## config.mk

```make
export PLATFORM = sky130hd
export DESIGN_NAME = ggnh_cell
export DESIGN_NICKNAME = d
export VERILOG_FILES = /design/src/rtl/ggnh_pkg.sv /design/src/rtl/ggnh_cell.sv
export SDC_FILE = /design/constraint.sdc
export NUM_CORES = 1
export LEC_CHECK = 0
export ABC_AREA = 1
export CAP_MARGIN = 20
export CORE_MARGIN = 2
export CORE_UTILIZATION = 32
export DETAILED_ROUTE_END_ITERATION = 10
export DONT_BUFFER_PORTS = 1
export PLACE_DENSITY_LB_ADDON = 0.05
export SLEW_MARGIN = 20
export SYNTH_ARGS = -nofsm -noshare
export SYNTH_HDL_FRONTEND = slang
export SYNTH_SLANG_ARGS = --single-unit
```

## constraint.sdc

```tcl
create_clock -name clk -period 2.1 [get_ports clk]
set_clock_uncertainty 0.1 [all_clocks]
set_input_delay 0.42 -clock clk [delete_from_list [all_inputs] [get_ports clk]]
set_output_delay 0.42 -clock clk [all_outputs]
set_load 0.01 [all_outputs]
```

## src/rtl/ggnh_pkg.sv

```systemverilog
// ggnh_pkg: shared types and constants for the greedy geographic next-hop block
// no dependencies; imported by every module under rtl
package ggnh_pkg;

    localparam int TABLE_DEPTH = 64;
    localparam int IDX_W       = $clog2(TABLE_DEPTH);
    localparam int CNT_W       = $clog2(TABLE_DEPTH + 1);
    localparam int COORD_W     = 16;
    localparam int DIST_W      = 2 * COORD_W + 1;
    localparam int DRAIN_W     = 2;
    // drain counter value at which the selection has settled and the sequencer returns to idle
    localparam logic [DRAIN_W-1:0] DRAIN_LAST = 2'd3;

    typedef enum logic [1:0] {
        CMD_HELLO  = 2'd0,
        CMD_UPDATE = 2'd1,
        CMD_QUERY  = 2'd2
    } cmd_t;

    typedef enum logic [2:0] {
        ST_STORED  = 3'd0,
        ST_IGNORED = 3'd1,
        ST_FULL    = 3'd2,
        ST_FORWARD = 3'd3,
        ST_DIRECT  = 3'd4,
        ST_NOROUTE = 3'd5
    } status_t;

    typedef enum logic [1:0] {
        S_IDLE,
        S_SCAN,
        S_DRAIN
    } state_t;

    localparam logic [2:0] CFG_SINK_X      = 3'd0;
    localparam logic [2:0] CFG_SINK_Y      = 3'd1;
    localparam logic [2:0] CFG_SINK_ID     = 3'd2;
    localparam logic [2:0] CFG_MIN_ENERGY  = 3'd3;
    localparam logic [2:0] CFG_RADIO_RANGE = 3'd4;

    typedef struct packed {
        logic [7:0]         id;
        logic [COORD_W-1:0] x;
        logic [COORD_W-1:0] y;
        logic [15:0]        energy;
    } entry_t;

    typedef struct packed {
        logic [7:0]         id;
        logic [COORD_W-1:0] x;
        logic [COORD_W-1:0] y;
    } hop_t;

    // side band that travels with each distance evaluation
    typedef struct packed {
        logic valid;
        logic own;
        logic elig;
    } tag_t;

endpackage

```

## src/rtl/ggnh_cell.sv

```systemverilog
// ggnh_cell: one neighbor table entry in the rotating chain
// depends on ggnh_pkg (entry_t)
module ggnh_cell (
    input  logic             clk,
    input  logic             shift_en,
    input  ggnh_pkg::entry_t shift_in,
    input  logic             wr_en,
    input  ggnh_pkg::entry_t wr_data,
    output ggnh_pkg::entry_t entry_q
);
    import ggnh_pkg::*;

    entry_t entry_reg;
    entry_t entry_next;

    always_comb
    begin
        entry_next = entry_reg;
        if (wr_en)
        begin
            entry_next = wr_data;
        end
        else if (shift_en)
        begin
            entry_next = shift_in;
        end
    end

    always_ff @(posedge clk)
    begin
        entry_reg <= entry_next;
    end

    assign entry_q = entry_reg;

endmodule

```

After elaboration in Yosys (flattened, before gate mapping). Index checks and enable logic that the tools add are counted.

Bits in registers: 56. Input port bits: 115. Output and inout port bits: 56. Word-level logic and storage cells: 7.

Muxes and demuxes: 2. Reductions and logical operators: 1.

Operator list (count): 2-to-1 mux 56 bit (2); nonzero test 2 bit (1).

Logic depth before layout (Yosys ltp).
Depth in word-level cells: 2. Mapped depth: 5. Mapped depth without buffers: 3.

Worst setup path after synthesis. OpenSTA, ideal clock, no wires.

Path kind: input-to-reg. Start point: input port wr_en. End point: register entry_reg (netlist bit entry_q[0]) (enable). Library setup time: 0.389 ns. Arrival time: 1.299 ns. Data required time: 1.611 ns. Slack: 0.311 ns. Stages: 2. Path buffers: 1. Path through: buf_4 or2_2.

Word-level cells in the longest chain between the ends: 1.

Ends and longest elaborated chain: from (decl) (line ggnh_cell.sv:7) `input logic wr_en,`; nonzero test 2 bit (no source line); to (signal assigned) (line ggnh_cell.sv:31) `entry_reg <= entry_next;`; to (decl) (line ggnh_cell.sv:13) `entry_t entry_reg;`.

No other way between the ends. A chain may end at the register's enable or synchronous reset.

Final worst setup path.
Start point: register entry_reg (netlist bit entry_q[1]). End point: output port entry_q[1] (netlist name).

RTL lines: to (decl) (line ggnh_cell.sv:9) `output ggnh_pkg::entry_t entry_q`.

No word-level cell between the ends.

==> out/metrics.csv <==
stage,metric,value,unit
status,status,completed,
critical_path,CP Launch Point,entry_q[1]$_DFFE_PP_,
cts,CTS resizes,0,
cells_and_area,Layout Utilization,35.3,%
power,Net Sw Frac,24.5,%
routing,vias,1520,
power,Lkg Pwr,1.14,nW
critical_path,stages on the worst setup path,0,
cts,CTS Buf Count,5,
cts,Bufs on Longest Clock Path,2,
yosys,syn avg cell area,10.1,um^2
yosys,Synth Cell Area,2390,um^2
cells_and_area,max reg flops,56,
job,Max-Cap Viols,0,
cells_and_area,layout cells sized above 1,5.46,%
cells_and_area,final cell count without fillers,338,
power,Internal,0.00165,W
global_routing,initial antenna violation count,1,
floorplan,Die ar.,8190,um^2
yosys,syn nets,353,
yosys,post-synthesis sequential area ratio,70.2,%
yosys,main combinational cell family by area after synthesis,simple AND/OR/NAND/NOR gates,
yosys,Simple-Gate Fraction of Synth Area,26.6,%
yosys,Synth Warn #,0,
yosys,Synth cell types,6,
floorplan,Initial Util,33.0,%
yosys,mux share of post-synthesis cell area,0,%
global_routing,largest net degree at the start of global routing,59,
min_path,Hold Crit Depth,2,
routing,DRC viols,0,
routing,WL/cell,15.6,um
power,sequential power share,68.2,%
routing,Detailed Route WL,5260,um
placed_design,post-DP HPWL,3660,um
yosys,xor/xnor share of the synthesized area,0,%
cts,Clock Sinks,56,
timing,Final Slew Violations,0,
power,Clock Power Share,26.0,%
yosys,Synth Area in Adders,0,%
routing,number of detailed-route iterations in the first pass,4,
global_routing,first-pass GRT wire length,8340,um
timing,Final setup viols,0,
floorplan,# IOs,171,
min_path,hold_sp,shift_in[23],
critical_path,Worst setup SP type,flip-flop,
timing,minimum clock period,1.29,ns
floorplan,overall die height,90.5,um
placed_design,placed inst area,2480,um^2
placed_design,gpl congestion,0.722,
yosys,"flops & latches, synth",56,
timing,RSZ-0062 raised after global routing,false,
cells_and_area,Final nets,352,
min_path,hold crit path type,primary input to flip-flop,
routing,Vias/cell,4.50,
timing,setup_tns,0,ns
cts,Post-CTS Setup Inserts,0,
cells_and_area,Fill cells,735,
critical_path,critical path peak fanout,1,
routing,"antenna viol nets, final",0,
placed_design,placed insts,329,
critical_path,CP Data Required Time,1.58,ns
global_routing,Congestion Overflow GR,0,
cts,# hold bufs at CTS,0,
timing,hold slack,0.188,ns
global_routing,Total GRT Usage,13.1,%
timing,final hold violation count,0,
floorplan,Core Box Area,7250,um^2
placed_design,# port buffers,0,
yosys,Syn Inst Count,238,
cts,clk root buf,clkbuf_8,
timing,Slew HR,71.0,%
cts,CTS tree,yes,
critical_path,"Arr. time, crit path",0.77,ns
yosys,Synth Area in Compound Gates,0,%
power,combinational fraction of design power,5.8,%
cts,htree depth,2,
timing,measured slew at the worst slew-check pin,0.434,ns
power,Worst IR Drop VDD,254,uV
global_routing,vias in the first global route,1640,
cells_and_area,Layout area overhead,6.95,%
critical_path,Crit Path Class,flip-flop to output pin,
timing,FMAX,0.776,GHz
floorplan,num rows,31,
power,power density over the cells,855,nW/um^2
critical_path,capture point of the worst path,entry_q[1],
floorplan,die span in x,90.5,um
critical_path,CP endpoint kind,output pin,
cts,Worst-path clk slew,0.10,ns
power,P_sw,0.000536,W
timing,Tcrit/Tclk final,61.4,%
routing,Starting DRT DRC Count,51,
cells_and_area,cell area after layout,2560,um^2
[placed cells by master (no fill, tap or decap)]
cell type,count
buf_4,4
clkinv_2,2
nand2_1,168
inv_2,1
or2_2,1
edfxtp_1,56
diode_2,1
clkbuf_8,5
clkinv_1,1
[synthesized netlist by cell type]
library cell  number  share of area [%]
buf_4              5                1.6
buf_2              7                1.5
inv_2              1               0.16
nand2_1          168                 26
or2_2              1               0.26
edfxtp_1          56                 70
[stage by stage]
stage	total power, W	worst slack [ns]
global route	0.00231	0.772
detailed placement	0.00166	0.596
global placement	0.00166	0.624
finish	0.00219	0.812
floorplan	0.00162	0.311
CTS	0.00224	0.782
[power groups by stage]
stage	registers [W]	logic, W	clock network [W]
finish	0.00149	0.000127	0.000568
global placement	0.00153	0.000129	0
floorplan	0.00150	0.000120	0
global route	0.00151	0.000157	0.000644
CTS	0.00150	0.000132	0.000605
detailed placement	0.00152	0.000133	0
[cell families (layout without fill, tap and decap cells)]
logic type,count (synthesis),in the layout
AND/OR/NAND/NOR,169,169
buffers and inverters,13,13
flip-flops,56,56
other,0,1
[worst min path at each step]
stage	to	slack [ns]
final	entry_q[23]$_DFFE_PP_	0.19
after global routing	entry_q[35]$_DFFE_PP_	0.17
after CTS	entry_q[51]$_DFFE_PP_	0.18
after detailed placement	entry_q[51]$_DFFE_PP_	0.50
after global placement	entry_q[3]$_DFFE_PP_	0.50
after floorplan	entry_q[0]$_DFFE_PP_	0.50
[per-layer routing]
| layer | part of all wire [%] | global-route usage, % |
|---|---|---|
| met4 | 0.99 | 3.59 |
| met3 | 11 | 6.59 |
| met1 | 38 | 13.3 |
| met5 | 0 | 0 |
| met2 | 50 | 23.5 |
[final cells by class]
class                   count  area, um^2  area share [%]
repair buffers              4        30.0            1.17
diodes                      1        2.50          0.0977
clock buffers               5        68.8            2.69
well taps                  99         124            4.84
inverters                   1        3.75           0.147
flip-flops and latches     56        1680            65.7
clock inverters             3        13.8           0.537
multi-input cells         169         637            24.9
Power figures use the tool's default switching activity.
