## config.mk

```make
export PLATFORM = sky130hd
export DESIGN_NAME = ggnh_dist
export DESIGN_NICKNAME = d
export VERILOG_FILES = /design/src/rtl/ggnh_pkg.sv /design/src/rtl/ggnh_dist.sv
export SDC_FILE = /design/constraint.sdc
export NUM_CORES = 1
export LEC_CHECK = 0
export BUFFER_PORTS_ARGS = -buffer_cell sky130_fd_sc_hd__buf_4
export CAP_MARGIN = 5
export CORE_AREA = 2 2 222 268
export CTS_BUF_LIST = sky130_fd_sc_hd__clkbuf_8 sky130_fd_sc_hd__clkbuf_16
export DETAILED_ROUTE_END_ITERATION = 16
export DIE_AREA = 0 0 224 270
export MAX_ROUTING_LAYER = met4
export PLACE_DENSITY_LB_ADDON = 0.2
export SYNTH_ARGS = -nofsm -noshare
export SYNTH_HDL_FRONTEND = slang
export SYNTH_SLANG_ARGS = --single-unit
```

## constraint.sdc

```tcl
create_clock -name clk -period 6.7 [get_ports clk]
set_input_delay 1.34 -clock clk [delete_from_list [all_inputs] [get_ports clk]]
set_output_delay 1.34 -clock clk [all_outputs]
set_load 0.05 [all_outputs]
```

## src/rtl/ggnh_pkg.sv

```systemverilog
// ggnh_pkg: shared types and constants for the greedy geographic next-hop block
// no dependencies; imported by every module under rtl
package ggnh_pkg;

    localparam int TABLE_DEPTH = 64;
    localparam int IDX_W       = $clog2(TABLE_DEPTH);
    localparam int CNT_W       = $clog2(TABLE_DEPTH + 1);
    localparam int COORD_W     = 16;
    localparam int DIST_W      = 2 * COORD_W + 1;
    localparam int DRAIN_W     = 2;
    // drain counter value at which the selection has settled and the sequencer returns to idle
    localparam logic [DRAIN_W-1:0] DRAIN_LAST = 2'd3;

    typedef enum logic [1:0] {
        CMD_HELLO  = 2'd0,
        CMD_UPDATE = 2'd1,
        CMD_QUERY  = 2'd2
    } cmd_t;

    typedef enum logic [2:0] {
        ST_STORED  = 3'd0,
        ST_IGNORED = 3'd1,
        ST_FULL    = 3'd2,
        ST_FORWARD = 3'd3,
        ST_DIRECT  = 3'd4,
        ST_NOROUTE = 3'd5
    } status_t;

    typedef enum logic [1:0] {
        S_IDLE,
        S_SCAN,
        S_DRAIN
    } state_t;

    localparam logic [2:0] CFG_SINK_X      = 3'd0;
    localparam logic [2:0] CFG_SINK_Y      = 3'd1;
    localparam logic [2:0] CFG_SINK_ID     = 3'd2;
    localparam logic [2:0] CFG_MIN_ENERGY  = 3'd3;
    localparam logic [2:0] CFG_RADIO_RANGE = 3'd4;

    typedef struct packed {
        logic [7:0]         id;
        logic [COORD_W-1:0] x;
        logic [COORD_W-1:0] y;
        logic [15:0]        energy;
    } entry_t;

    typedef struct packed {
        logic [7:0]         id;
        logic [COORD_W-1:0] x;
        logic [COORD_W-1:0] y;
    } hop_t;

    // side band that travels with each distance evaluation
    typedef struct packed {
        logic valid;
        logic own;
        logic elig;
    } tag_t;

endpackage

```

## src/rtl/ggnh_dist.sv

```systemverilog
// ggnh_dist: three-stage squared distance unit (abs diff, square, sum)
// depends on ggnh_pkg (tag_t, hop_t, widths)
module ggnh_dist (
    input  logic                          clk,
    input  logic                          rst_n,
    input  ggnh_pkg::tag_t                in_tag,
    input  logic [ggnh_pkg::COORD_W-1:0]  ax,
    input  logic [ggnh_pkg::COORD_W-1:0]  ay,
    input  logic [ggnh_pkg::COORD_W-1:0]  bx,
    input  logic [ggnh_pkg::COORD_W-1:0]  by,
    input  ggnh_pkg::hop_t                in_hop,
    output ggnh_pkg::tag_t                out_tag,
    output logic [ggnh_pkg::DIST_W-1:0]   out_dist,
    output ggnh_pkg::hop_t                out_hop
);
    import ggnh_pkg::*;

    tag_t                 s1_tag_reg, s2_tag_reg, s3_tag_reg;
    hop_t                 s1_hop_reg, s2_hop_reg, s3_hop_reg;
    logic [COORD_W-1:0]   s1_dx_reg, s1_dy_reg;
    logic [2*COORD_W-1:0] s2_dxx_reg, s2_dyy_reg;
    logic [DIST_W-1:0]    s3_dist_reg;
    logic [COORD_W-1:0]   dx_next, dy_next;

    always_comb
    begin
        dx_next = (ax > bx) ? (ax - bx) : (bx - ax);
        dy_next = (ay > by) ? (ay - by) : (by - ay);
    end

    always_ff @(posedge clk or negedge rst_n)
    begin
        if (!rst_n)
        begin
            s1_tag_reg <= '0;
            s2_tag_reg <= '0;
            s3_tag_reg <= '0;
        end
        else
        begin
            s1_tag_reg <= in_tag;
            s2_tag_reg <= s1_tag_reg;
            s3_tag_reg <= s2_tag_reg;
        end
    end

    always_ff @(posedge clk)
    begin
        s1_dx_reg   <= dx_next;
        s1_dy_reg   <= dy_next;
        s1_hop_reg  <= in_hop;
        s2_dxx_reg  <= s1_dx_reg * s1_dx_reg;
        s2_dyy_reg  <= s1_dy_reg * s1_dy_reg;
        s2_hop_reg  <= s1_hop_reg;
        s3_dist_reg <= {1'b0, s2_dxx_reg} + {1'b0, s2_dyy_reg};
        s3_hop_reg  <= s2_hop_reg;
    end

    assign out_tag  = s3_tag_reg;
    assign out_dist = s3_dist_reg;
    assign out_hop  = s3_hop_reg;

endmodule

```

Word-level counts from Yosys, hierarchy flattened
Index checks and enable logic that the tools add are counted.

word-level totals
  output and inout bits = 76
  register bits = 258
  bits of input ports = 109
  logic and storage cells = 34

operators by class
  order comparisons = 2
  $mul = 2
  add/sub/neg operators = 5
  multiplexer cells = 2

operators with widths
  kind                                            number
  16-bit by 16-bit multiplier with 32-bit output  2
  16-bit subtractor                               4
  32-bit by 32-bit adder with 33-bit output       1
  16-bit > comparator                             2
  16-bit 2-to-1 mux                               2

Longest topological paths before layout
  depth after elaboration = 2
  depth in mapped cells = 26
  mapped depth without buffers = 24

Worst setup path before layout
OpenSTA, ideal clock, no wires.

  kind = register -> register
  from = register s1_dy_reg[9]
  to = register s2_dyy_reg[27]
  data required time = 6.569 ns
  setup slack = 0.739 ns
  arrival time = 5.829 ns
  cell stages (with the launch flop) = 25
  cell sequence = dfxtp_1 clkbuf_1 and2_1 inv_1 fa_1 inv_1 fa_1 inv_1 fa_1 inv_1 fa_1 fa_1 inv_1 fa_1 inv_1 ha_1 a21oi_1 a21oi_1 a211oi_1 o21ai_0 nor2_1 a31oi_1 a21bo_2 a2111oi_0 nor3_1

between the ends
  word-level cells in the longest chain between the ends = 1

RTL lines
  what                                            RTL line         source
  start, declared                                 ggnh_dist.sv:20  logic [COORD_W-1:0] s1_dx_reg, s1_dy_reg;
  start signal, assigned                          ggnh_dist.sv:50  s1_dy_reg <= dy_next;
  16-bit by 16-bit multiplier with 32-bit output  ggnh_dist.sv:53  s2_dyy_reg <= s1_dy_reg * s1_dy_reg;
  end signal, assigned                            ggnh_dist.sv:53
  end, declared                                   ggnh_dist.sv:21  logic [2*COORD_W-1:0] s2_dxx_reg, s2_dyy_reg;

No other way between the ends.

Worst setup path in the final report
  from = register s1_dy_reg[2]
  to = register s2_dyy_reg[27]

The elaborated chain is that of the path after synthesis.

==> run summary <==
Area Growth Syn to Fin = 13.9%
Type of the worst min-delay path = reg -> reg
Largest net degree at the start of global routing = 25
Vias in the first global route = 17,626
DRT Pass-1 Iters = 5
CTS buffer count = 28
CTS tree = built
Least-Margin Pin Slew = 1.06 ns
CP cell instances = inv_1 -> nor2_1 -> ha_1 -> xor2_1 -> fa_1 -> inv_1 -> fa_1 -> fa_1 -> fa_1 -> inv_1 -> fa_1 -> inv_1 -> ha_1 -> a21oi_1 -> a21oi_1 -> a211oi_1 -> o21ai_0 -> nor2_1 -> a31oi_1 -> a21bo_2 -> a2111oi_0 -> nor3_1
Post-synthesis net count = 3,202
Worst hold slack = 0.321 ns
Ant diodes = 0
WS Path Type = reg -> reg
Worst setup EP type = register
RSZ-0062 raised after global routing = no
Vias per cell = 4.84
Die H = 270 microns
WP data required = 7.13 ns
Max Freq = 157 MHz
Remaining design rule violation count = 0
Detailed Place HPWL = 41.2 mm
Clk Tree Root Cell = clkbuf_16
Overflow after GRT = 0
Initial core utilization = 40.7%
DR vias = 16,547
Synthesis warning total = 0
Fraction of synthesis flops using an asynchronous set or reset pin = 3.52%
Global-route wire length before repair = 84.2 mm
Syn_area_per_cell = 9.54 sq um
Initial antenna violation count = 1
Port Buf Inserts = 184
DIE WIDTH = 224 microns
Final-report setup violation count = 0
Worst Skew = 0.0221 ns
Placed cells = 3,370
Synth Cell Area = 0.0236 sq mm
Hold Vio Cnt, Final = 0
Synth unique cells = 68
Outcome = finished, final reports clean
Tmin final = 6.37 ns
Sum Neg Setup Slack = 0 ns
Rel. slew slack = 29.4%
Startpoint Class = register
# IOs = 185
Clock buffer depth = 3
Crit path largest cell delay = 0.53 ns
Primary FF master, synth = dfxtp_1
ANT nets after route = 0
Critical path peak fanout = 6
CTS Hold Bufs = 0
#FFs+latches synth = 256
Share of cells above drive strength 1 = 11.5%
Dpl ws = 0.123 ns
Filler-free cell count of the finished design = 3,422
Slowest CP cell = fa_1
CP dominant cell by count = fa_1
First DRT Iteration DRCs = 570
CP bufs+invs = 4
Post-CTS Setup Inserts = 0
PnR worst setup slack = 0.325 ns
Number of flops mapped to enable cells by yosys = 0
Max-cap check violation count = 0
Clk slew on worst S/H paths = 0.06 ns
Cells after Synth = 2,472
Placer Congestion = 0.859
Final Cycle Share = 95.1%
Wire length per cell = 14.4 microns
Crit path max-delay family = adder cells
Nets = 3,388
Total GRT Usage = 17.4%
Area of the die = 0.0605 sq mm
Post-CTS Resized = 0
Worst Path Arrival = 6.80 ns
Sink Count = 256
Clock latency on the worst-skew pair = 0.57 ns
Core area = 0.0579 sq mm
Final slew viol count = 0
Site Rows = 97
Sequential area share after synthesis = 21.9%
Total Routed Length = 49.1 mm
H-tree depth = 1
-- cells in the final DEF (no fill, tap or decap), types with 10 or more instances in the layout --
cell type	n
mux2i_1	23
o21a_1	15
dfxtp_1	237
a21o_1	43
nand2_1	180
dfxtp_2	10
and3_1	13
nor2b_1	27
nor2_1	97
a211oi_1	15
buf_4	219
o21ai_0	49
nor3_1	17
a21oi_1	108
fa_1	328
o21bai_1	15
clkbuf_16	29
ha_1	293
xor2_1	39
nand2b_1	10
inv_1	582
a31oi_1	13
and2_1	78
nand3_1	29
xnor2_1	84
-- worst reg2reg max path, cell delays in order, from the launching register on --
cell and delay (ns):
dfxtp_1 0.49, inv_1 0.18, nor2_1 0.21, ha_1 0.29, xor2_1 0.19, fa_1 0.53, inv_1 0.05, fa_1 0.50
fa_1 0.51, fa_1 0.50, inv_1 0.05, fa_1 0.47, inv_1 0.04, ha_1 0.35, a21oi_1 0.21, a21oi_1 0.09
a211oi_1 0.27, o21ai_0 0.24, nor2_1 0.16, a31oi_1 0.13, a21bo_2 0.27, a2111oi_0 0.43, nor3_1 0.09
-- layer usage --
layer	up-vias	track usage (%)	share of wire, %
met5	-	-	0
met4	0	4.39	2.3
met3	77	1.77	3.9
met2	316	30.3	50
met1	8118	21.6	43
li1	8036	-	-
-- Yosys cell counts (17+ instances only) --
library cell / instances / share of area [%]
o21ai_0: 50 / 1.1
nand3_1: 29 / 0.62
nor3_1: 17 / 0.36
a21oi_1: 108 / 2.3
nor2_1: 97 / 1.5
inv_1: 576 / 9.2
xnor2_1: 84 / 3.1
and2_1: 78 / 2.1
dfxtp_1: 247 / 21
nor2b_1: 27 / 0.72
ha_1: 293 / 16
a21o_1: 43 / 1.4
clkbuf_1: 55 / 0.88
fa_1: 328 / 28
mux2i_1: 23 / 0.98
xor2_1: 39 / 1.4
nand2_1: 180 / 2.9
-- final timing paths --
path	start	to	slack (ns)	depth (start not counted)
min in group asynchronous	rst_n	s2_tag_reg[2]	0.59	1
worst min register to register	s1_hop_reg[25]	s2_hop_reg[25]	0.32	0
worst max-delay path	s1_dy_reg[2]	s2_dyy_reg[27]	0.33	22
worst max register to register	s1_dy_reg[2]	s2_dyy_reg[27]	0.33	22
max in group asynchronous	rst_n	s1_tag_reg[1]	5.98	1
worst min-delay path	s1_hop_reg[25]	s2_hop_reg[25]	0.32	0
-- kinds of logic after synthesis --
group                    Yosys count  synth area share, %
XOR/XNOR                         123                 4.57
AO/OA/AOI/OAI                    329                 9.25
AND/OR/NAND/NOR                  478                 9.53
buffers and inverters            639                 10.2
flip-flops                       256                 21.9
multiplexers                      26                 1.12
adder cells (fa/ha/maj)          621                 43.4
-- through the flow --
stage	util (%)	instance area, sq um
6_report	46.4	26900
3_5_place_dp	44.7	25900
4_1_cts	46.4	26900
3_3_place_gp	44.7	25900
5_1_grt	46.4	26900
2_1_floorplan	-	23600
-- final cells by class --
type	count	area, sq um
clock buffer	33	781
clock inverter	19	174
fill	5563	31000
inverter	576	2160
multi-input combinational	1577	16000
sequential	256	5180
tap	742	928
timing repair buffer	219	1640
Power is not shown: default switching activity piles up to over one toggle a cycle in this logic, so the estimate is an artifact.
